==> src/rtl/led_blink_pattern_engine_macros.svh <==
// Assertion macros for the LED blink pattern engine.
// Used by the RTL files that carry concurrent assertions; depends on nothing.
`ifndef LED_BLINK_PATTERN_ENGINE_MACROS_SVH
`define LED_BLINK_PATTERN_ENGINE_MACROS_SVH

// prop must hold at every edge outside reset
`define LBPE_ASSERT(label, clk, rst, prop, msg) \
   label: assert property (@(posedge clk) disable iff (rst) (prop)) else $error(msg);

// cons must hold in the cycle after ante
`define LBPE_ASSERT_NEXT(label, clk, rst, ante, cons, msg) \
   label: assert property (@(posedge clk) disable iff (rst) (ante) |=> (cons)) else $error(msg);

`endif

==> src/rtl/lbpe_pkg.sv <==
// Shared types, codes and constants of the LED blink pattern engine.
// No dependencies; every other RTL file but the macro header uses it by scoped names.
package lbpe_pkg;

   localparam int unsigned FUNC_W     = 3;
   localparam int unsigned COLOR_W    = 2;
   localparam int unsigned MS_W       = 16;
   localparam int unsigned CYC_W      = 16;
   localparam int unsigned RATE_W     = 21;
   localparam int unsigned TICKS_W    = 27;
   localparam int unsigned CSR_IDX_W  = 1;
   localparam int unsigned CSR_DATA_W = 21;

   // tick rate split as rate = quot * 1000 + rem
   localparam int unsigned MS_PER_SEC = 1000;
   localparam int unsigned QUOT_W     = 12;
   localparam int unsigned REM_W      = 10;
   localparam int unsigned QUOT_RCP_W = 22;
   localparam int unsigned QUOT_SHIFT = 31;
   localparam logic [QUOT_RCP_W-1:0] QUOT_RCP = 22'd2147484;

   // ms * quot, and floor(ms * rem / 1000) by reciprocal
   localparam int unsigned WHOLE_W    = 28;
   localparam int unsigned PART_W     = 26;
   localparam int unsigned FRAC_RCP_W = 27;
   localparam int unsigned FRAC_SHIFT = 36;
   localparam int unsigned FRAC_W     = 16;
   localparam logic [FRAC_RCP_W-1:0] FRAC_RCP = 27'd68719477;

   localparam logic [RATE_W-1:0]  RATE_RESET   = 21'd32768;
   localparam logic [QUOT_W-1:0]  QUOT_RESET   = 12'd32;
   localparam logic [REM_W-1:0]   REM_RESET    = 10'd768;
   localparam logic [1:0]         RATE_SETTLE  = 2'd2;
   localparam logic [TICKS_W-1:0] TICKS_ONE    = 27'd1;
   localparam logic [CYC_W-1:0]   CYC_ONE      = 16'd1;
   localparam int unsigned        RED_BIT      = 0;
   localparam int unsigned        GREEN_BIT    = 1;

   typedef enum logic [FUNC_W-1:0] {
      FUNC_TICK      = 3'd0,
      FUNC_START     = 3'd1,
      FUNC_CANCEL    = 3'd2,
      FUNC_LAMPS_ON  = 3'd3,
      FUNC_LAMPS_OFF = 3'd4,
      FUNC_TOGGLE    = 3'd5
   } lbpe_func_type;

   typedef enum logic [CSR_IDX_W-1:0] {
      REG_TICK_RATE   = 1'b0,
      REG_LAMPS_READY = 1'b1
   } lbpe_reg_type;

   typedef struct packed {
      logic                refresh;
      logic [FUNC_W-1:0]   func;
      logic [COLOR_W-1:0]  color;
      logic [COLOR_W-1:0]  off_color;
      logic [COLOR_W-1:0]  final_color;
      logic [MS_W-1:0]     on_ms;
      logic [MS_W-1:0]     off_ms;
      logic [CYC_W-1:0]    count;
      logic                only_when_idle;
   } lbpe_cmd_type;

   typedef struct packed {
      logic               busy;
      logic [QUOT_W-1:0]  quot;
      logic [REM_W-1:0]   rem;
   } lbpe_rate_type;

   typedef struct packed {
      logic [TICKS_W-1:0] on_len;
      logic [TICKS_W-1:0] off_len;
   } lbpe_len_type;

   typedef struct packed {
      logic [MS_W-1:0] on_ms;
      logic [MS_W-1:0] off_ms;
   } lbpe_hold_type;

   typedef struct packed {
      logic s1;
      logic s2;
      logic s3;
   } lbpe_stage_en_type;

endpackage

==> src/rtl/lbpe_rate_div.sv <==
// Configuration registers; splits the tick rate into rate / 1000 and rate % 1000.
// Depends on lbpe_pkg.
module lbpe_rate_div (
   input  logic                                clock,
   input  logic                                reset,
   input  logic                                csr_we,
   input  logic [lbpe_pkg::CSR_IDX_W-1:0]      csr_idx,
   input  logic [lbpe_pkg::CSR_DATA_W-1:0]     csr_wdata,
   output lbpe_pkg::lbpe_rate_type             rate,
   output logic                                lamps_ready
);

   logic [lbpe_pkg::RATE_W-1:0]  rate_ff, rate_in;
   logic [lbpe_pkg::QUOT_W-1:0]  quot_ff, quot_in;
   logic [lbpe_pkg::REM_W-1:0]   rem_ff, rem_in;
   logic [1:0]                   settle_ff, settle_in;
   logic                         ready_ff, ready_in;
   logic [lbpe_pkg::RATE_W+lbpe_pkg::QUOT_RCP_W-1:0] quot_prod;
   logic [lbpe_pkg::RATE_W-1:0]  rem_full;
   logic                         wr_rate;

   assign wr_rate = csr_we && (csr_idx == lbpe_pkg::REG_TICK_RATE);

   assign quot_prod = (lbpe_pkg::RATE_W + lbpe_pkg::QUOT_RCP_W)'(rate_ff)
                    * (lbpe_pkg::RATE_W + lbpe_pkg::QUOT_RCP_W)'(lbpe_pkg::QUOT_RCP);
   assign quot_in   = quot_prod[lbpe_pkg::QUOT_SHIFT +: lbpe_pkg::QUOT_W];
   assign rem_full  = rate_ff - lbpe_pkg::RATE_W'(quot_ff)
                    * lbpe_pkg::RATE_W'(lbpe_pkg::MS_PER_SEC);
   assign rem_in    = rem_full[lbpe_pkg::REM_W-1:0];

   always_comb begin
      rate_in   = rate_ff;
      ready_in  = ready_ff;
      settle_in = settle_ff;
      if (settle_ff != 2'd0) begin
         settle_in = settle_ff - 2'd1;
      end
      if (wr_rate) begin
         rate_in   = csr_wdata[lbpe_pkg::RATE_W-1:0];
         settle_in = lbpe_pkg::RATE_SETTLE;
      end
      if (csr_we && (csr_idx == lbpe_pkg::REG_LAMPS_READY)) begin
         ready_in = csr_wdata[0];
      end
   end

   always_ff @(posedge clock) begin
      if (reset) begin
         rate_ff   <= lbpe_pkg::RATE_RESET;
         quot_ff   <= lbpe_pkg::QUOT_RESET;
         rem_ff    <= lbpe_pkg::REM_RESET;
         settle_ff <= 2'd0;
         ready_ff  <= 1'b0;
      end else begin
         rate_ff   <= rate_in;
         quot_ff   <= quot_in;
         rem_ff    <= rem_in;
         settle_ff <= settle_in;
         ready_ff  <= ready_in;
      end
   end

   assign rate.busy   = (settle_ff != 2'd0);
   assign rate.quot   = quot_ff;
   assign rate.rem    = rem_ff;
   assign lamps_ready = ready_ff;

endmodule

==> config.mk <==
export PLATFORM = sky130hd
export DESIGN_NAME = lbpe_rate_div
export DESIGN_NICKNAME = d
export VERILOG_FILES = /design/src/rtl/led_blink_pattern_engine_macros.svh /design/src/rtl/lbpe_pkg.sv /design/src/rtl/lbpe_rate_div.sv
export SDC_FILE = /design/constraint.sdc
export NUM_CORES = 1
export LEC_CHECK = 0
export ABC_AREA = 0
export BUFFER_PORTS_ARGS = -buffer_cell sky130_fd_sc_hd__buf_2
export CAP_MARGIN = 20
export CELL_PAD_IN_SITES_DETAIL_PLACEMENT = 2
export CELL_PAD_IN_SITES_GLOBAL_PLACEMENT = 2
export CORE_MARGIN = 2
export CORE_UTILIZATION = 30
export CTS_BUF_LIST = sky130_fd_sc_hd__clkbuf_16
export CTS_CLUSTER_DIAMETER = 40
export DETAILED_ROUTE_END_ITERATION = 10
export PLACE_DENSITY_LB_ADDON = 0.12
export SLEW_MARGIN = 20
export SYNTH_ARGS = -nofsm -noshare
export SYNTH_HDL_FRONTEND = slang
export SYNTH_SLANG_ARGS = --single-unit
==> constraint.sdc <==
create_clock -name clock -period 7.3 [get_ports clock]
set_input_delay 0 -clock clock [delete_from_list [all_inputs] [get_ports clock]]
set_output_delay 0 -clock clock [all_outputs]
set_load 0.005 [all_outputs]
==> flow_summary.toml <==
[die]
die_area_mm2 = 0.0262
coreArea_mm2 = 0.0244
rows = 57
initial_core_util_pct = 30.6
dieWidth_um = 162
ios = 49
dieHeight_um = 162

[clock_network]
h-tree-depth = 2
clock-sinks = 46
cts_made_buffers = 5
clk_latency_ns = 0.29
cts_tree = "built"
cts.path.max_buffers = 2
cts_setup_buffers = 0
clkTransAtPathRegs_ns = 0.06
root_buffer = "clkbuf_16"

[sta]
rsz0062_at_grt = "no"
setup_viol = 0
drv_slew = 0
fin_crit_ns = 6.01
relSlewSlack_pct = 41.1
tightest_slew_ns = 0.883
hold_violations = 0
setup_tns_ns = 0
max_freq_ghz = 0.166
skew_ns = 0.00867
finalCritPeriodShare_pct = 82.3

[yosys]
synth_cell_types = 49
ys_async_sr_fraction_pct = 0
yosysSeqAreaShare_pct = 12.3
avgSynthCellArea_um2 = 9.49
synth_edf_count = 0
postSynthCellCount = 787
syn_area_mm2 = 0.00747
syn_nets = 1099
yosys_register_bits = 46
ys_warn_count = 0
synthFlopType = "dfxtp_1"

[finish]
diodes = 0
layout_common_cells = "inv_1, ha_1, fa_1, nand2_1, buf_2"
final_nets = 1170
fin_cells = 1183
layout_commonest_cell = "inv_1"
fin_util_pct = 34.8
area_growth_pct = 13.6
drive_gt1_share_pct = 8.73

[power_and_ir_drop]
vdd_ir_drop_max_v = 0.000159
p_leak_nw = 4.67
power.density_mw_per_mm2 = 182

[routing]
wl_per_cell_um = 19.3
drt-initial-drc-count = 126
drc_errors = 0
vias = 5538
drt_first_pass_iters = 4
wirelength_mm = 22.8
viasPerCell = 4.68
postRouteAntennaNets = 0

[placement]
hpwl_mm = 20.2
gp_congestion = 0.886
place_inst = 1154
place.port_buffers = 48

[run_status]
status = "finished, final reports clean"

[grt]
grt_max_degree = 43
grt_pass1_wl_mm = 36.3
grt_use_total_pct = 18.3
grt.overflow.total = 0
antenna_found_initial = 0
grt_pass1_vias = 6587

[job]
drv_cap = 0

[setup_path]
critical_path.top_delay_family = "adder cells"
cp_cell_sequence = "ha_1 > ha_1 > fa_1 > inv_1 > fa_1 > inv_1 > fa_1 > fa_1 > inv_1 > fa_1 > inv_1 > ha_1 > a21oi_1 > o21ai_0 > nand4_1 > o211ai_1 > nor4_4 > o31ai_2 > a21oi_2 > mux2i_1"
path_buf_inv = 4
startpoint_type = "flip-flop"
endpoint_kind = "flip-flop"
critPathKind = "flip-flop to flip-flop"
worstPathArrival_ns = 6.23
required_ns = 7.52
slowest_stage = "dfxtp_1"
critPathMaxFanout = 8
crit_path_max_incr_delay_ns = 0.67
crit_top_cell = "fa_1"

[worst_hold_path]
hold_path_class = "input pin to flip-flop"
where the power goes:
part	total (mW)	leakage, nW	switching, mW	internal, mW
combinational	0.963	4.21	0.548	0.415
clock	0.264	0.0842	0.102	0.162
sequential	0.316	0.377	0.0368	0.280
layout make-up:
class                      count  area [um^2]
tap                          324          405
clock buffer                   5          125
clock inverter                 3         43.8
fill                        2753        15900
sequential                    46          921
timing repair buffer          72          473
multi-input combinational    529         5750
inverter                     204          766
routing by layer:
layer	up-vias	wire, um	track usage, %
met5	-	0	0
met4	0	520	4.99
met3	21	403	0.817
met2	78	11900	34.2
met1	2781	10100	22.8
li1	2658	-	-
metrics by stage:
step,power (mW),worst slack [ns],hold slack [ns],instance area (um^2)
final,1.54,1.29,0.00520,8490
after global placement,1.27,1.38,0.234,8110
after floorplan,0.987,1.91,0.0832,7470
after detailed placement,1.31,1.23,0.242,8110
after global routing,1.72,0.956,0.0293,8490
after CTS,1.59,1.20,0.00517,8490
worst min-delay path, stage by stage:
cell	delay, ns
buf_2	0.10
nand2_1	0.08
a21oi_1	0.07
cells by family after synthesis:
group	synth area share, %
adder cells (fa/ha/maj)	57.6
buffers and inverters	10.7
AND/OR/NAND/NOR	8.16
AO/OA/AOI/OAI	8.16
flip-flops	12.3
XOR/XNOR	2.70
multiplexers	0.402
registers in the layout, summed over array words and instances, names as in the netlist:
register	cells
quot_ff	12
rate_ff	21
rem_ff	10
settle_ff	2
lamps_ready	1
worst paths after layout:
path / cells after the start / endpoint / slack, ns / startpoint
min: 3 / rate_ff[10] / 0.005 / csr_wdata[10]
max reg2reg: 20 / quot_ff[10] / 1.29 / rate_ff[7]
max: 20 / quot_ff[10] / 1.29 / rate_ff[7]
min reg2reg: 1 / settle_ff[0] / 0.45 / settle_ff[0]
synth_stat cells, types with 2 or more instances:
cell	n	area [um^2]
a211oi_1	3	22.5
a21o_1	11	82.6
a21oi_1	42	210
a21oi_2	3	26.3
and4_1	2	17.5
clkbuf_1	8	30.0
dfxtp_1	46	921
fa_1	95	1900
ha_1	192	2400
inv_1	204	766
mux2i_1	3	30.0
nand2_1	54	203
nand2b_1	4	25.0
nand3_1	5	25.0
nand3_2	2	20.0
nand4_1	7	43.8
nor2_1	18	67.6
nor2_4	2	22.5
nor2b_1	10	62.6
nor3_1	5	25.0
o211ai_1	3	22.5
o21a_1	3	22.5
o21ai_0	13	65.1
o21ai_1	3	15.0
o22a_1	3	26.3
o31ai_2	2	25.0
xnor2_1	20	175
xor2_1	3	26.3
timing repair:
| item | in CTS | in global routing |
|---|---|---|
| endpoints found under the hold margin | 20 | 0 |
| endpoints found under the setup margin | 0 | 0 |
| gates resized for setup | 0 | 0 |
| hold buffers | 21 | 0 |
No activity file was read; power rests on OpenSTA's default activity.
