<file path="src/rtl/led_blink_pattern_engine_macros.svh">
// Assertion macros for the LED blink pattern engine.
// Used by the RTL files that carry concurrent assertions; depends on nothing.
`ifndef LED_BLINK_PATTERN_ENGINE_MACROS_SVH
`define LED_BLINK_PATTERN_ENGINE_MACROS_SVH

// prop must hold at every edge outside reset
`define LBPE_ASSERT(label, clk, rst, prop, msg) \
   label: assert property (@(posedge clk) disable iff (rst) (prop)) else $error(msg);

// cons must hold in the cycle after ante
`define LBPE_ASSERT_NEXT(label, clk, rst, ante, cons, msg) \
   label: assert property (@(posedge clk) disable iff (rst) (ante) |=> (cons)) else $error(msg);

`endif

</file>
<file path="src/rtl/lbpe_pkg.sv">
// Shared types, codes and constants of the LED blink pattern engine.
// No dependencies; every other RTL file but the macro header uses it by scoped names.
package lbpe_pkg;

   localparam int unsigned FUNC_W     = 3;
   localparam int unsigned COLOR_W    = 2;
   localparam int unsigned MS_W       = 16;
   localparam int unsigned CYC_W      = 16;
   localparam int unsigned RATE_W     = 21;
   localparam int unsigned TICKS_W    = 27;
   localparam int unsigned CSR_IDX_W  = 1;
   localparam int unsigned CSR_DATA_W = 21;

   // tick rate split as rate = quot * 1000 + rem
   localparam int unsigned MS_PER_SEC = 1000;
   localparam int unsigned QUOT_W     = 12;
   localparam int unsigned REM_W      = 10;
   localparam int unsigned QUOT_RCP_W = 22;
   localparam int unsigned QUOT_SHIFT = 31;
   localparam logic [QUOT_RCP_W-1:0] QUOT_RCP = 22'd2147484;

   // ms * quot, and floor(ms * rem / 1000) by reciprocal
   localparam int unsigned WHOLE_W    = 28;
   localparam int unsigned PART_W     = 26;
   localparam int unsigned FRAC_RCP_W = 27;
   localparam int unsigned FRAC_SHIFT = 36;
   localparam int unsigned FRAC_W     = 16;
   localparam logic [FRAC_RCP_W-1:0] FRAC_RCP = 27'd68719477;

   localparam logic [RATE_W-1:0]  RATE_RESET   = 21'd32768;
   localparam logic [QUOT_W-1:0]  QUOT_RESET   = 12'd32;
   localparam logic [REM_W-1:0]   REM_RESET    = 10'd768;
   localparam logic [1:0]         RATE_SETTLE  = 2'd2;
   localparam logic [TICKS_W-1:0] TICKS_ONE    = 27'd1;
   localparam logic [CYC_W-1:0]   CYC_ONE      = 16'd1;
   localparam int unsigned        RED_BIT      = 0;
   localparam int unsigned        GREEN_BIT    = 1;

   typedef enum logic [FUNC_W-1:0] {
      FUNC_TICK      = 3'd0,
      FUNC_START     = 3'd1,
      FUNC_CANCEL    = 3'd2,
      FUNC_LAMPS_ON  = 3'd3,
      FUNC_LAMPS_OFF = 3'd4,
      FUNC_TOGGLE    = 3'd5
   } lbpe_func_type;

   typedef enum logic [CSR_IDX_W-1:0] {
      REG_TICK_RATE   = 1'b0,
      REG_LAMPS_READY = 1'b1
   } lbpe_reg_type;

   typedef struct packed {
      logic                refresh;
      logic [FUNC_W-1:0]   func;
      logic [COLOR_W-1:0]  color;
      logic [COLOR_W-1:0]  off_color;
      logic [COLOR_W-1:0]  final_color;
      logic [MS_W-1:0]     on_ms;
      logic [MS_W-1:0]     off_ms;
      logic [CYC_W-1:0]    count;
      logic                only_when_idle;
   } lbpe_cmd_type;

   typedef struct packed {
      logic               busy;
      logic [QUOT_W-1:0]  quot;
      logic [REM_W-1:0]   rem;
   } lbpe_rate_type;

   typedef struct packed {
      logic [TICKS_W-1:0] on_len;
      logic [TICKS_W-1:0] off_len;
   } lbpe_len_type;

   typedef struct packed {
      logic [MS_W-1:0] on_ms;
      logic [MS_W-1:0] off_ms;
   } lbpe_hold_type;

   typedef struct packed {
      logic s1;
      logic s2;
      logic s3;
   } lbpe_stage_en_type;

endpackage

</file>
<file path="src/rtl/lbpe_if.sv">


interface lbpe_rsp_if;
   logic valid;
   logic ready;
   logic red_lit;
   logic green_lit;
   logic pattern_busy;

   modport source (output valid, red_lit, green_lit, pattern_busy, input ready);
   modport sink   (input valid, red_lit, green_lit, pattern_busy, output ready);
endinterface

</file>
<file path="src/rtl/lbpe_state.sv">
// Pattern state and lamp mask update; the state registers are the response word.
// Depends on lbpe_pkg, lbpe_if and the assertion macro header.
`include "led_blink_pattern_engine_macros.svh"

module lbpe_state (
   input  logic                    clock,
   input  logic                    reset,
   input  logic                    in_valid,
   output logic                    in_ready,
   input  logic                    refresh_wr,
   input  lbpe_pkg::lbpe_cmd_type  cmd,
   input  lbpe_pkg::lbpe_len_type  len,
   input  logic                    lamps_ready,
   output lbpe_pkg::lbpe_hold_type hold,
   lbpe_rsp_if.source              rsp
);

   logic [lbpe_pkg::COLOR_W-1:0] lamp_mask_ff, lamp_mask_in;
   logic                         running_ff, running_in;
   logic                         in_on_half_ff, in_on_half_in;
   logic [lbpe_pkg::CYC_W-1:0]   cycles_left_ff, cycles_left_in;
   logic [lbpe_pkg::TICKS_W-1:0] ticks_left_ff, ticks_left_in;
   logic [lbpe_pkg::COLOR_W-1:0] on_color_ff, on_color_in;
   logic [lbpe_pkg::COLOR_W-1:0] off_color_ff, off_color_in;
   logic [lbpe_pkg::COLOR_W-1:0] final_color_ff, final_color_in;
   logic [lbpe_pkg::MS_W-1:0]    on_ms_ff, on_ms_in;
   logic [lbpe_pkg::MS_W-1:0]    off_ms_ff, off_ms_in;
   logic [lbpe_pkg::TICKS_W-1:0] on_len_ff, on_len_in;
   logic [lbpe_pkg::TICKS_W-1:0] off_len_ff, off_len_in;
   logic                         rsp_valid_ff, rsp_valid_in;
   logic                         take;
   logic                         direct_ok;

   assign in_ready  = !rsp_valid_ff || rsp.ready;
   assign take      = in_valid && in_ready;
   assign direct_ok = lamps_ready && !(cmd.only_when_idle && running_ff);

   always_comb begin
      lamp_mask_in   = lamp_mask_ff;
      running_in     = running_ff;
      in_on_half_in  = in_on_half_ff;
      cycles_left_in = cycles_left_ff;
      ticks_left_in  = ticks_left_ff;
      on_color_in    = on_color_ff;
      off_color_in   = off_color_ff;
      final_color_in = final_color_ff;
      on_ms_in       = on_ms_ff;
      off_ms_in      = off_ms_ff;
      on_len_in      = on_len_ff;
      off_len_in     = off_len_ff;
      rsp_valid_in   = rsp_valid_ff && !rsp.ready;

      if (refresh_wr) begin
         on_len_in  = len.on_len;
         off_len_in = len.off_len;
      end

      if (take) begin
         rsp_valid_in = 1'b1;
         case (cmd.func)
            lbpe_pkg::FUNC_TICK: begin
               if (running_ff) begin
                  if (ticks_left_ff > lbpe_pkg::TICKS_ONE) begin
                     ticks_left_in = ticks_left_ff - lbpe_pkg::TICKS_ONE;
                  end else if (in_on_half_ff) begin
                     in_on_half_in = 1'b0;
                     lamp_mask_in  = off_color_ff;
                     ticks_left_in = off_len_ff;
                  end else begin
                     cycles_left_in = cycles_left_ff - lbpe_pkg::CYC_ONE;
                     if (cycles_left_ff != lbpe_pkg::CYC_ONE) begin
                        in_on_half_in = 1'b1;
                        lamp_mask_in  = on_color_ff;
                        ticks_left_in = on_len_ff;
                     end else begin
                        lamp_mask_in  = final_color_ff;
                        running_in    = 1'b0;
                        ticks_left_in = '0;
                     end
                  end
               end
            end
            lbpe_pkg::FUNC_START: begin
               if (lamps_ready && (cmd.count != '0)) begin
                  on_color_in    = cmd.color;
                  off_color_in   = cmd.off_color;
                  final_color_in = cmd.final_color;
                  on_ms_in       = cmd.on_ms;
                  off_ms_in      = cmd.off_ms;
                  on_len_in      = len.on_len;
                  off_len_in     = len.off_len;
                  cycles_left_in = cmd.count;
                  in_on_half_in  = 1'b1;
                  running_in     = 1'b1;
                  lamp_mask_in   = cmd.color;
                  ticks_left_in  = len.on_len;
               end
            end
            lbpe_pkg::FUNC_CANCEL: begin
               if (lamps_ready) begin
                  running_in   = 1'b0;
                  lamp_mask_in = '0;
               end
            end
            lbpe_pkg::FUNC_LAMPS_ON: begin
               if (direct_ok) begin
                  lamp_mask_in = lamp_mask_ff | cmd.color;
               end
            end
            lbpe_pkg::FUNC_LAMPS_OFF: begin
               if (direct_ok) begin
                  lamp_mask_in = lamp_mask_ff & ~cmd.color;
               end
            end
            lbpe_pkg::FUNC_TOGGLE: begin
               if (direct_ok) begin
                  lamp_mask_in = lamp_mask_ff ^ cmd.color;
               end
            end
            default: begin
            end
         endcase
      end
   end

   always_ff @(posedge clock) begin
      if (reset) begin
         lamp_mask_ff   <= '0;
         running_ff     <= 1'b0;
         in_on_half_ff  <= 1'b0;
         cycles_left_ff <= '0;
         ticks_left_ff  <= '0;
         on_color_ff    <= '0;
         off_color_ff   <= '0;
         final_color_ff <= '0;
         on_ms_ff       <= '0;
         off_ms_ff      <= '0;
         on_len_ff      <= lbpe_pkg::TICKS_ONE;
         off_len_ff     <= lbpe_pkg::TICKS_ONE;
         rsp_valid_ff   <= 1'b0;
      end else begin
         lamp_mask_ff   <= lamp_mask_in;
         running_ff     <= running_in;
         in_on_half_ff  <= in_on_half_in;
         cycles_left_ff <= cycles_left_in;
         ticks_left_ff  <= ticks_left_in;
         on_color_ff    <= on_color_in;
         off_color_ff   <= off_color_in;
         final_color_ff <= final_color_in;
         on_ms_ff       <= on_ms_in;
         off_ms_ff      <= off_ms_in;
         on_len_ff      <= on_len_in;
         off_len_ff     <= off_len_in;
         rsp_valid_ff   <= rsp_valid_in;
      end
   end

   assign rsp.valid        = rsp_valid_ff;
   assign rsp.red_lit      = lamp_mask_ff[lbpe_pkg::RED_BIT];
   assign rsp.green_lit    = lamp_mask_ff[lbpe_pkg::GREEN_BIT];
   assign rsp.pattern_busy = running_ff;
   assign hold.on_ms       = on_ms_ff;
   assign hold.off_ms      = off_ms_ff;

   `LBPE_ASSERT(a_run_has_ticks, clock, reset, !running_ff || (ticks_left_ff != '0), "running with zero ticks")
   `LBPE_ASSERT(a_run_has_cycles, clock, reset, !running_ff || (cycles_left_ff != '0), "running with zero cycles")
   `LBPE_ASSERT_NEXT(a_idle_tick_quiet, clock, reset, take && (cmd.func == lbpe_pkg::FUNC_TICK) && !running_ff, lamp_mask_ff == $past(lamp_mask_ff), "idle tick moved lamps")

endmodule

</file>
<file path="src/flat_wrapper.sv">
// flat-port wrapper written by rule: the top's interface ports become plain ports
module lbpe_state_flat 
  (clock, reset, in_valid, in_ready, refresh_wr, cmd, len, lamps_ready, hold, rsp_valid, rsp_red_lit, rsp_green_lit, rsp_pattern_busy, rsp_ready);
  lbpe_rsp_if rsp_i ();
  input  logic clock;
  input  logic reset;
  input  logic in_valid;
  output logic in_ready;
  input  logic refresh_wr;
  input  lbpe_pkg::lbpe_cmd_type cmd;
  input  lbpe_pkg::lbpe_len_type len;
  input  logic lamps_ready;
  output lbpe_pkg::lbpe_hold_type hold;
  output wire logic [$bits(rsp_i.valid)-1:0] rsp_valid;
  output wire logic [$bits(rsp_i.red_lit)-1:0] rsp_red_lit;
  output wire logic [$bits(rsp_i.green_lit)-1:0] rsp_green_lit;
  output wire logic [$bits(rsp_i.pattern_busy)-1:0] rsp_pattern_busy;
  input wire logic [$bits(rsp_i.ready)-1:0] rsp_ready;
  assign rsp_valid = rsp_i.valid;
  assign rsp_red_lit = rsp_i.red_lit;
  assign rsp_green_lit = rsp_i.green_lit;
  assign rsp_pattern_busy = rsp_i.pattern_busy;
  assign rsp_i.ready = rsp_ready;
  lbpe_state u_core (.clock(clock), .reset(reset), .in_valid(in_valid), .in_ready(in_ready), .refresh_wr(refresh_wr), .cmd(cmd), .len(len), .lamps_ready(lamps_ready), .hold(hold), .rsp(rsp_i));
endmodule
</file>
<file path="config.mk">
export PLATFORM = sky130hd
export DESIGN_NAME = lbpe_state_flat
export DESIGN_NICKNAME = d
export VERILOG_FILES = /design/src/rtl/lbpe_pkg.sv /design/src/rtl/lbpe_if.sv /design/src/rtl/lbpe_state.sv /design/src/flat_wrapper.sv
export VERILOG_INCLUDE_DIRS = /design/src /design/src/rtl
export SDC_FILE = /design/constraint.sdc
export NUM_CORES = 1
export LEC_CHECK = 0
export BUFFER_PORTS_ARGS = -buffer_cell sky130_fd_sc_hd__buf_4
export CORE_MARGIN = 2
export CORE_UTILIZATION = 53
export CTS_CLUSTER_SIZE = 24
export DETAILED_ROUTE_END_ITERATION = 10
export PLACE_DENSITY = 0.78
export REMOVE_ABC_BUFFERS = 1
export SLEW_MARGIN = 20
export SYNTH_ARGS = -nofsm -noshare
export SYNTH_HDL_FRONTEND = slang
export SYNTH_SLANG_ARGS = --single-unit
</file>
<file path="constraint.sdc">
create_clock -name clock -period 7.26 [get_ports clock]
set_clock_uncertainty 0.2 [all_clocks]
set_input_delay 1.089 -clock clock [delete_from_list [all_inputs] [get_ports clock]]
set_output_delay 1.089 -clock clock [all_outputs]
set_load 0.1 [all_outputs]
</file>
==> metrics.csv, run 1 <==
stage,metric,value,unit
route,wl_per_cell,15.7,um
synth,async_flop_share,0,
synth,synth_edf_count,0,
timing,setup_viol,0,
synth,yosys.area_share.adder,0.0158,
worst_hold_path,hold_depth,2,
synth,synth-xor-area-share,0.0239,
synth,yosysSeqAreaShare,0.402,
final_layout,final_nets,1174,
worst_setup_path,rr_startpoint,u_core.ticks_left_ff[13]$_SDFFE_PP0P_,
final_layout,antenna_cells,0,
synth,synth_area_leaders,"dfxtp_1 (40%), nand2_1 (13%), a21oi_1 (9.3%), clkbuf_1 (3.8%), nor2_1 (3.1%)",
worst_setup_path,regToRegSetupSlack,3.59,ns
worst_setup_path,critical_path.top_delay_family,simple AND/OR/NAND/NOR gates,
timing,min_period,3.67,ns
floorplanning,die_w,119,um
final_layout,layout-drive-gt1-share,0.197,
worst_setup_path,worst_path_largest_cell_delay,0.91,ns
place,place_hpwl,12500,um
power_and_ir_drop,p_leak,3.50,nW
run_status,status,completed,
synth,synth_ff_type,dfxtp_1,
floorplanning,start_util,0.548,
worst_setup_path,worst_ep_arrival_time,3.82,ns
timing,grt_setup_unrepaired,no,
final_layout,final_core_util,0.690,
route,drt_wl_total,19300,um
route,final_antenna_net_count,0,
clocking,ctsHoldBuffers,0,
route,drt_iter0_markers,623,
synth,synthMuxAreaShare,0.00861,
synth,synth_compound_gate_area_share,0.233,
clocking,h-tree-depth,4,
floorplanning,io_pins,156,
synth,yosys.area_share.simple,0.271,
global_route,antenna_found_initial,0,
worst_setup_path,critical-path-slowest-cell,o2111a_1,
clocking,cts_tree,yes,
clocking,clk_path_buf_depth,2,
global_route,grt_first_pass_wirelength,31700,um
route,drc,0,
worst_hold_path,hp-start,u_core.on_len_ff[16]$_SDFF_PP0_,
clocking,numCtsBuffers,17,
synth,synthCells,937,
run,drv_cap,0,
worst_setup_path,path_buf_inv,1,
synth,netlist_area,6980,um2
synth,netlist-cell-type-count,65,
timing,period_share,0.506,
global_route,grt_max_degree,89,
floorplanning,fp.coreArea,12700,um2
worst_setup_path,cp-start-kind,register,
synth,synth_commonest_cells,"nand2_1 (238), dfxtp_1 (140), a21oi_1 (130)",
synth,synth_most_common_cell,nand2_1,
global_route,grt_usage,0.274,
synth,yosysWarnings,0,
floorplanning,dieArea,14100,um2
clocking,cts-root-buf,clkbuf_16,
synth,synth_seq_cells,140,
final_layout,design_area,8780,um2
timing,tightestPinTransition,0.952,ns
clocking,cts_resized,0,
final_layout,fill_cells,1124,
timing,hold_viol_final,0,
worst_hold_path,worstHoldEndpoint,u_core.on_len_ff[16]$_SDFF_PP0_,
timing,slew_headroom,0.366,
worst_setup_path,end_kind,register,
place,placed_cell_area,8170,um2
route,vias_per_cell,5.82,
worst_hold_path,hold_path.class,register to register,
synth,synth_top_area_frac,0.402,
floorplanning,num_rows,41,
synth,synth_top_family_by_area,simple AND/OR/NAND/NOR gates,
power_and_ir_drop,worst_ir_drop_vdd,239,uV
worst_setup_path,path_cells,or4_4 -> nor4_4 -> o2111a_1 -> o211ai_1 -> buf_4 -> or3_1 -> a21oi_1,
route,first_pass_iters,5,
timing,fmax,0.272,GHz
timing,slew_violations,0,
clocking,clk_pin_slew,0.06,ns
worst_setup_path,reg2reg_to,u_core.cycles_left_ff[0]$_SDFFE_PP0P_,
route,routed-via-count,7165,
power_and_ir_drop,p_per_area,231,nW/um2
worst_setup_path,worstPathRequired,7.41,ns
synth,synth_area_per_cell,7.44,um2
synth,synth_top_area_cell,dfxtp_1,
clocking,cts.sinks,140,
global_route,grt_overflow_total,0,
worst_setup_path,cp_max_fo,32,
final_layout,area_delta_synth_final,25.8,%
place,portBuffers,154,
floorplanning,die_h,119,um
clocking,clkLatencyLatePin,0.43,ns
clocking,post_cts.repair.setup_buffers,0,
worst_setup_path,reg2reg_depth,7,
worst_setup_path,crit_type,register to register,
global_route,first_global_vias,6586,
place,place_congestion,0.833,
power_and_ir_drop,totalPowerFinal,2.03,mW
layout by cell type, fill, tap and decap left out, types with 3 or more instances in the layout:
cell	instances
o211ai_1	8
a211oi_1	11
xnor2_1	11
a221o_1	7
o21a_1	5
a31oi_1	12
or4_1	7
mux2i_1	6
nor3_1	20
clkbuf_16	17
buf_4	163
nand2b_1	9
o22ai_1	8
xor2_1	8
o32ai_1	10
clkinvlp_4	5
a221oi_1	7
nand2_1	238
nand4_1	5
dfxtp_1	140
a22oi_1	5
nor2_1	55
ha_1	8
o21ai_0	27
nor2b_1	6
a21oi_1	130
inv_1	11
a311oi_1	3
or2_0	3
and3_1	9
or3_1	9
nand3b_1	5
o21ai_1	9
nand3_1	16
o31ai_1	6
clkbuf_8	3
nor4_1	16
logic make-up (layout without fill, tap and decap cells):
group,after synthesis,count (layout)
AO/OA/AOI/OAI,263,263
XOR/XNOR,19,19
adder cells (fa/ha/maj),9,9
buffers and inverters,83,206
flip-flops,140,140
multiplexers,6,6
AND/OR/NAND/NOR,417,417
metrics by stage:
| step | setup TNS, ns | setup slack [ns] | hold WS (ns) | std cells |
|---|---|---|---|---|
| after floorplan | -33.55 | -0.628 | 0.222 | 865 |
| after global placement | 0 | 3.22 | 0.237 | 1200 |
| after detailed placement | 0 | 3.18 | 0.244 | 1200 |
| after CTS | 0 | 3.59 | 0.252 | 1232 |
| after global routing | 0 | 3.34 | 0.265 | 1232 |
| final | 0 | 3.59 | 0.251 | 1232 |
routing by layer:
layer	GRT usage	up-vias	part of all wire
met5	0	-	0
met4	0.0938	0	0.018
met3	0.0845	30	0.088
met2	0.433	275	0.46
met1	0.356	3334	0.43
li1	-	3526	-
cell type report:
cell class	count	area, um2	share of cell area
tap	172	215	0.0245
inverter	11	41.3	0.00470
multi-input combinational	714	3890	0.443
timing repair buffer	163	1220	0.139
clock buffer	20	467	0.0532
clock inverter	12	138	0.0157
sequential	140	2800	0.319
worst reg2reg max path, stage by stage (launching register included):
cell and delay (ns):
dfxtp_1 0.36, or4_4 0.59, nor4_4 0.59, o2111a_1 0.91, o211ai_1 0.20, buf_4 0.27, or3_1 0.38, a21oi_1 0.11
worst max path at each step:
stage | from | to | slack [ns] | cells after the start
floorplan | cmd[57] | u_core.off_len_ff[0]$_SDFF_PP1_ | -0.63 | 6
global placement | cmd[4] | u_core.off_len_ff[22]$_SDFF_PP0_ | 3.22 | 8
detailed placement | cmd[4] | u_core.on_len_ff[20]$_SDFF_PP0_ | 3.18 | 8
CTS | u_core.ticks_left_ff[13]$_SDFFE_PP0P_ | u_core.cycles_left_ff[0]$_SDFFE_PP0P_ | 3.59 | 7
global route | u_core.ticks_left_ff[13]$_SDFFE_PP0P_ | u_core.cycles_left_ff[0]$_SDFFE_PP0P_ | 3.34 | 7
finish | u_core.ticks_left_ff[13]$_SDFFE_PP0P_ | u_core.cycles_left_ff[0]$_SDFFE_PP0P_ | 3.59 | 7
registers in the layout, indices dropped and copies added, names as in the netlist, 2 cells and up:
register,count
u_core.cycles_left_ff,16
u_core.final_color_ff,2
u_core.lamp_mask_ff,2
u_core.off_color_ff,2
u_core.off_len_ff,27
u_core.off_ms_ff,16
u_core.on_color_ff,2
u_core.on_len_ff,27
u_core.on_ms_ff,16
u_core.ticks_left_ff,27
report_power, final:
| part | total [mW] | switching [mW] | internal, mW |
|---|---|---|---|
| clock network | 0.881 | 0.346 | 0.535 |
| registers | 0.815 | 0.0191 | 0.796 |
| logic | 0.332 | 0.197 | 0.135 |
Power figures use the tool's default switching activity.
==> run 2: changes to the inputs <==
CORE_UTILIZATION = 49   (was 53)
PLACE_DENSITY = 0.76   (was 0.78)
clock period = 3.05 ns   (was 7.26 ns; I/O delays follow)
==> run 2 against run 1 <==
Against the previous run: sequential share of layout area fell by 0.90 points; non-clock buffer count rose by 18; die area rose by 7.9%; register-to-register slack got worse by 3.3 ns; sequential power rose by 140%; clock-buffer cell count rose by 2; critical path depth did not move; critical endpoint unchanged; via count rose by 0.67%.
==> metrics.csv, run 2 (same netlist as run 1, synthesis figures left out) <==
stage,metric,value,unit,change
timing,grt_setup_unrepaired,no,,
worst_setup_path,regToRegSetupSlack,0.27,ns,-3.32 ns
worst_setup_path,end_kind,register,,
global_route,grt_first_pass_wirelength,31900,um,+0.65%
place,place_hpwl,12900,um,+3.3%
timing,tightestPinTransition,0.719,ns,-0.233 ns
final_layout,multi_input_area,3880,um2,-0.32%
worst_setup_path,reg2reg_to,u_core.cycles_left_ff[0]$_SDFFE_PP0P_,,
floorplanning,die_w,123,um,+3.9%
clocking,cts_tree,yes,,
power_and_ir_drop,swShare,0.255,,-0.0224
floorplanning,num_rows,43,,+4.9%
place,portBuffers,154,,unchanged
worst_hold_path,worstHoldEndpoint,u_core.off_len_ff[0]$_SDFF_PP1_,,
run,drv_cap,0,,unchanged
floorplanning,io_pins,156,,unchanged
worst_hold_path,hold_path.class,input port to register,,
power_and_ir_drop,p_seq_frac,0.372,,-0.030
final_layout,antenna_cells,0,,unchanged
power_and_ir_drop,totalPowerFinal,5.21,mW,+160%
power_and_ir_drop,p_per_area,577,nW/um2,+150%
worst_setup_path,rr_startpoint,u_core.ticks_left_ff[13]$_SDFFE_PP0P_,,
worst_hold_path,hold_depth,3,,+1
route,first_pass_iters,5,,unchanged
worst_setup_path,critical-path-slowest-cell,or4_4,,
final_layout,final_nets,1192,,+1.5%
route,final_antenna_net_count,0,,unchanged
power_and_ir_drop,p_comb_frac,0.159,,-0.005
worst_setup_path,worst_ep_arrival_time,2.93,ns,-0.89 ns
timing,slew_violations,0,,unchanged
timing,fmax,0.360,GHz,+32%
global_route,first_global_vias,6557,,-0.44%
clocking,ctsHoldBuffers,0,,unchanged
floorplanning,dieArea,15200,um2,+7.9%
timing,min_period,2.78,ns,-0.895 ns
timing,period_share,0.910,,+0.404
worst_setup_path,worst_path_largest_cell_delay,0.58,ns,-0.33 ns
timing,slew_headroom,0.520,,+0.154
route,drt_iter0_markers,568,,-8.8%
floorplanning,start_util,0.503,,-0.0458
floorplanning,die_h,123,um,+3.9%
final_layout,fill_cells,1229,,+9.3%
timing,hold_viol_final,0,,unchanged
power_and_ir_drop,clkPwrFrac,0.469,,+0.035
route,drt_wl_total,19900,um,+2.8%
route,vias_per_cell,5.73,,-1.4%
final_layout,area_delta_synth_final,29.5,%,
final_layout,layout_commonest_cell,nand2_1,,
worst_setup_path,path_cells,or4_4 -> nor4_4 -> o2111a_1 -> o211ai_1 -> buf_4 -> or3_1 -> a21oi_1,,
run_status,status,completed,,
power_and_ir_drop,p_leak,3.63,nW,+4.0%
final_layout,ff_latch_area,2800,um2,unchanged
clocking,h-tree-depth,4,,unchanged
place,place_congestion,0.851,,+2.1%
power_and_ir_drop,p_int,3.89,mW,+160%
global_route,grt_max_degree,57,,-36%
worst_hold_path,hp-start,len[0],,
clocking,cts_resized,0,,unchanged
timing,setup_viol,0,,unchanged
worst_setup_path,worstPathRequired,3.21,ns,-4.20 ns
route,routed-via-count,7213,,+0.67%
worst_setup_path,critical_path.top_delay_family,simple AND/OR/NAND/NOR gates,,
worst_setup_path,crit_type,register to register,,
clocking,cts.sinks,140,,unchanged
power_and_ir_drop,p_switching,1.33,mW,+140%
worst_setup_path,cp_max_fo,32,,unchanged
global_route,grt_overflow_total,0,,unchanged
route,wl_per_cell,15.8,um,+0.68%
final_layout,layout_common_cells,"nand2_1 (238), buf_4 (179), dfxtp_1 (140)",,
final_layout,layout-drive-gt1-share,0.210,,+0.0125
clocking,clk_pin_slew,0.06,ns,about the same
worst_setup_path,cp-start-kind,register,,
power_and_ir_drop,worst_ir_drop_vdd,455,uV,+90%
clocking,clkLatencyLatePin,0.43,ns,about the same
global_route,antenna_found_initial,0,,unchanged
floorplanning,fp.coreArea,13900,um2,+9.1%
timing,hold_slack,0.0344,ns,-0.216 ns
clocking,cts-root-buf,clkbuf_16,,
clocking,post_cts.repair.setup_buffers,0,,unchanged
worst_setup_path,reg2reg_depth,7,,unchanged
worst_setup_path,path_buf_inv,1,,unchanged
worst_setup_path,cp-startpoint,u_core.ticks_left_ff[13]$_SDFFE_PP0P_,,
final_layout,top_regs,"u_core.off_len_ff x27, u_core.on_len_ff x27, u_core.ticks_left_ff x27",,
global_route,grt_usage,0.267,,-0.00757
place,placedCellCount,1226,,+2.2%
final_layout,layout.cells.non_filler,1258,,+2.1%
clocking,numCtsBuffers,17,,unchanged
clocking,clk_path_buf_depth,2,,unchanged
route,drc,0,,unchanged
run 2: layout make-up:
cell class,instances,share of cell area
clock buffer,22,0.0547
timing repair buffer,181,0.153
multi-input combinational,714,0.429
sequential,140,0.310
clock inverter,10,0.0230
tap,180,0.0249
inverter,11,0.00457
run 2: worst register-to-register path, cell delays in order, from the launching register on:
cell and delay, ns:
dfxtp_1 0.36, or4_4 0.58, nor4_4 0.34, o2111a_1 0.37, o211ai_1 0.13, buf_4 0.24, or3_1 0.37, a21oi_1 0.12
run 2: metal layers:
layer | vias to the layer above | share of wire | GRT usage
li1 | 3554 | - | -
met4 | 0 | 0.020 | 0.100
met5 | - | 0 | 0
met1 | 3329 | 0.43 | 0.349
met2 | 294 | 0.46 | 0.413
met3 | 36 | 0.086 | 0.0826
run 2: through the flow:
stage               TNS [ns]  utilization  instance area, um2  setup slack [ns]
floorplan            -452.15            -                6700             -4.21
global placement           0        0.600                8330             0.321
detailed placement         0        0.600                8330             0.299
CTS                        0        0.651                9030             0.284
global route               0        0.651                9030             0.156
finish                     0        0.651                9030             0.275
run 2: power groups by stage:
stage	clock network (mW)	registers [mW]	logic (mW)
3_5_place_dp	0	1.98	0.819
6_report	2.45	1.94	0.828
4_1_cts	2.47	1.94	0.826
2_1_floorplan	0	2.03	0.426
5_1_grt	2.55	1.95	0.910
3_3_place_gp	0	1.97	0.809
run 2: how the worst max path moves through the flow:
stage,end,depth (start not counted)
2_1_floorplan,u_core.off_len_ff[0]$_SDFF_PP1_,6
3_3_place_gp,u_core.rsp.pattern_busy$_SDFFE_PP0P_,6
3_5_place_dp,u_core.rsp.pattern_busy$_SDFFE_PP0P_,6
4_1_cts,u_core.rsp.pattern_busy$_SDFFE_PP0P_,6
5_1_grt,u_core.ticks_left_ff[19]$_SDFFE_PP0P_,7
6_report,u_core.cycles_left_ff[0]$_SDFFE_PP0P_,7
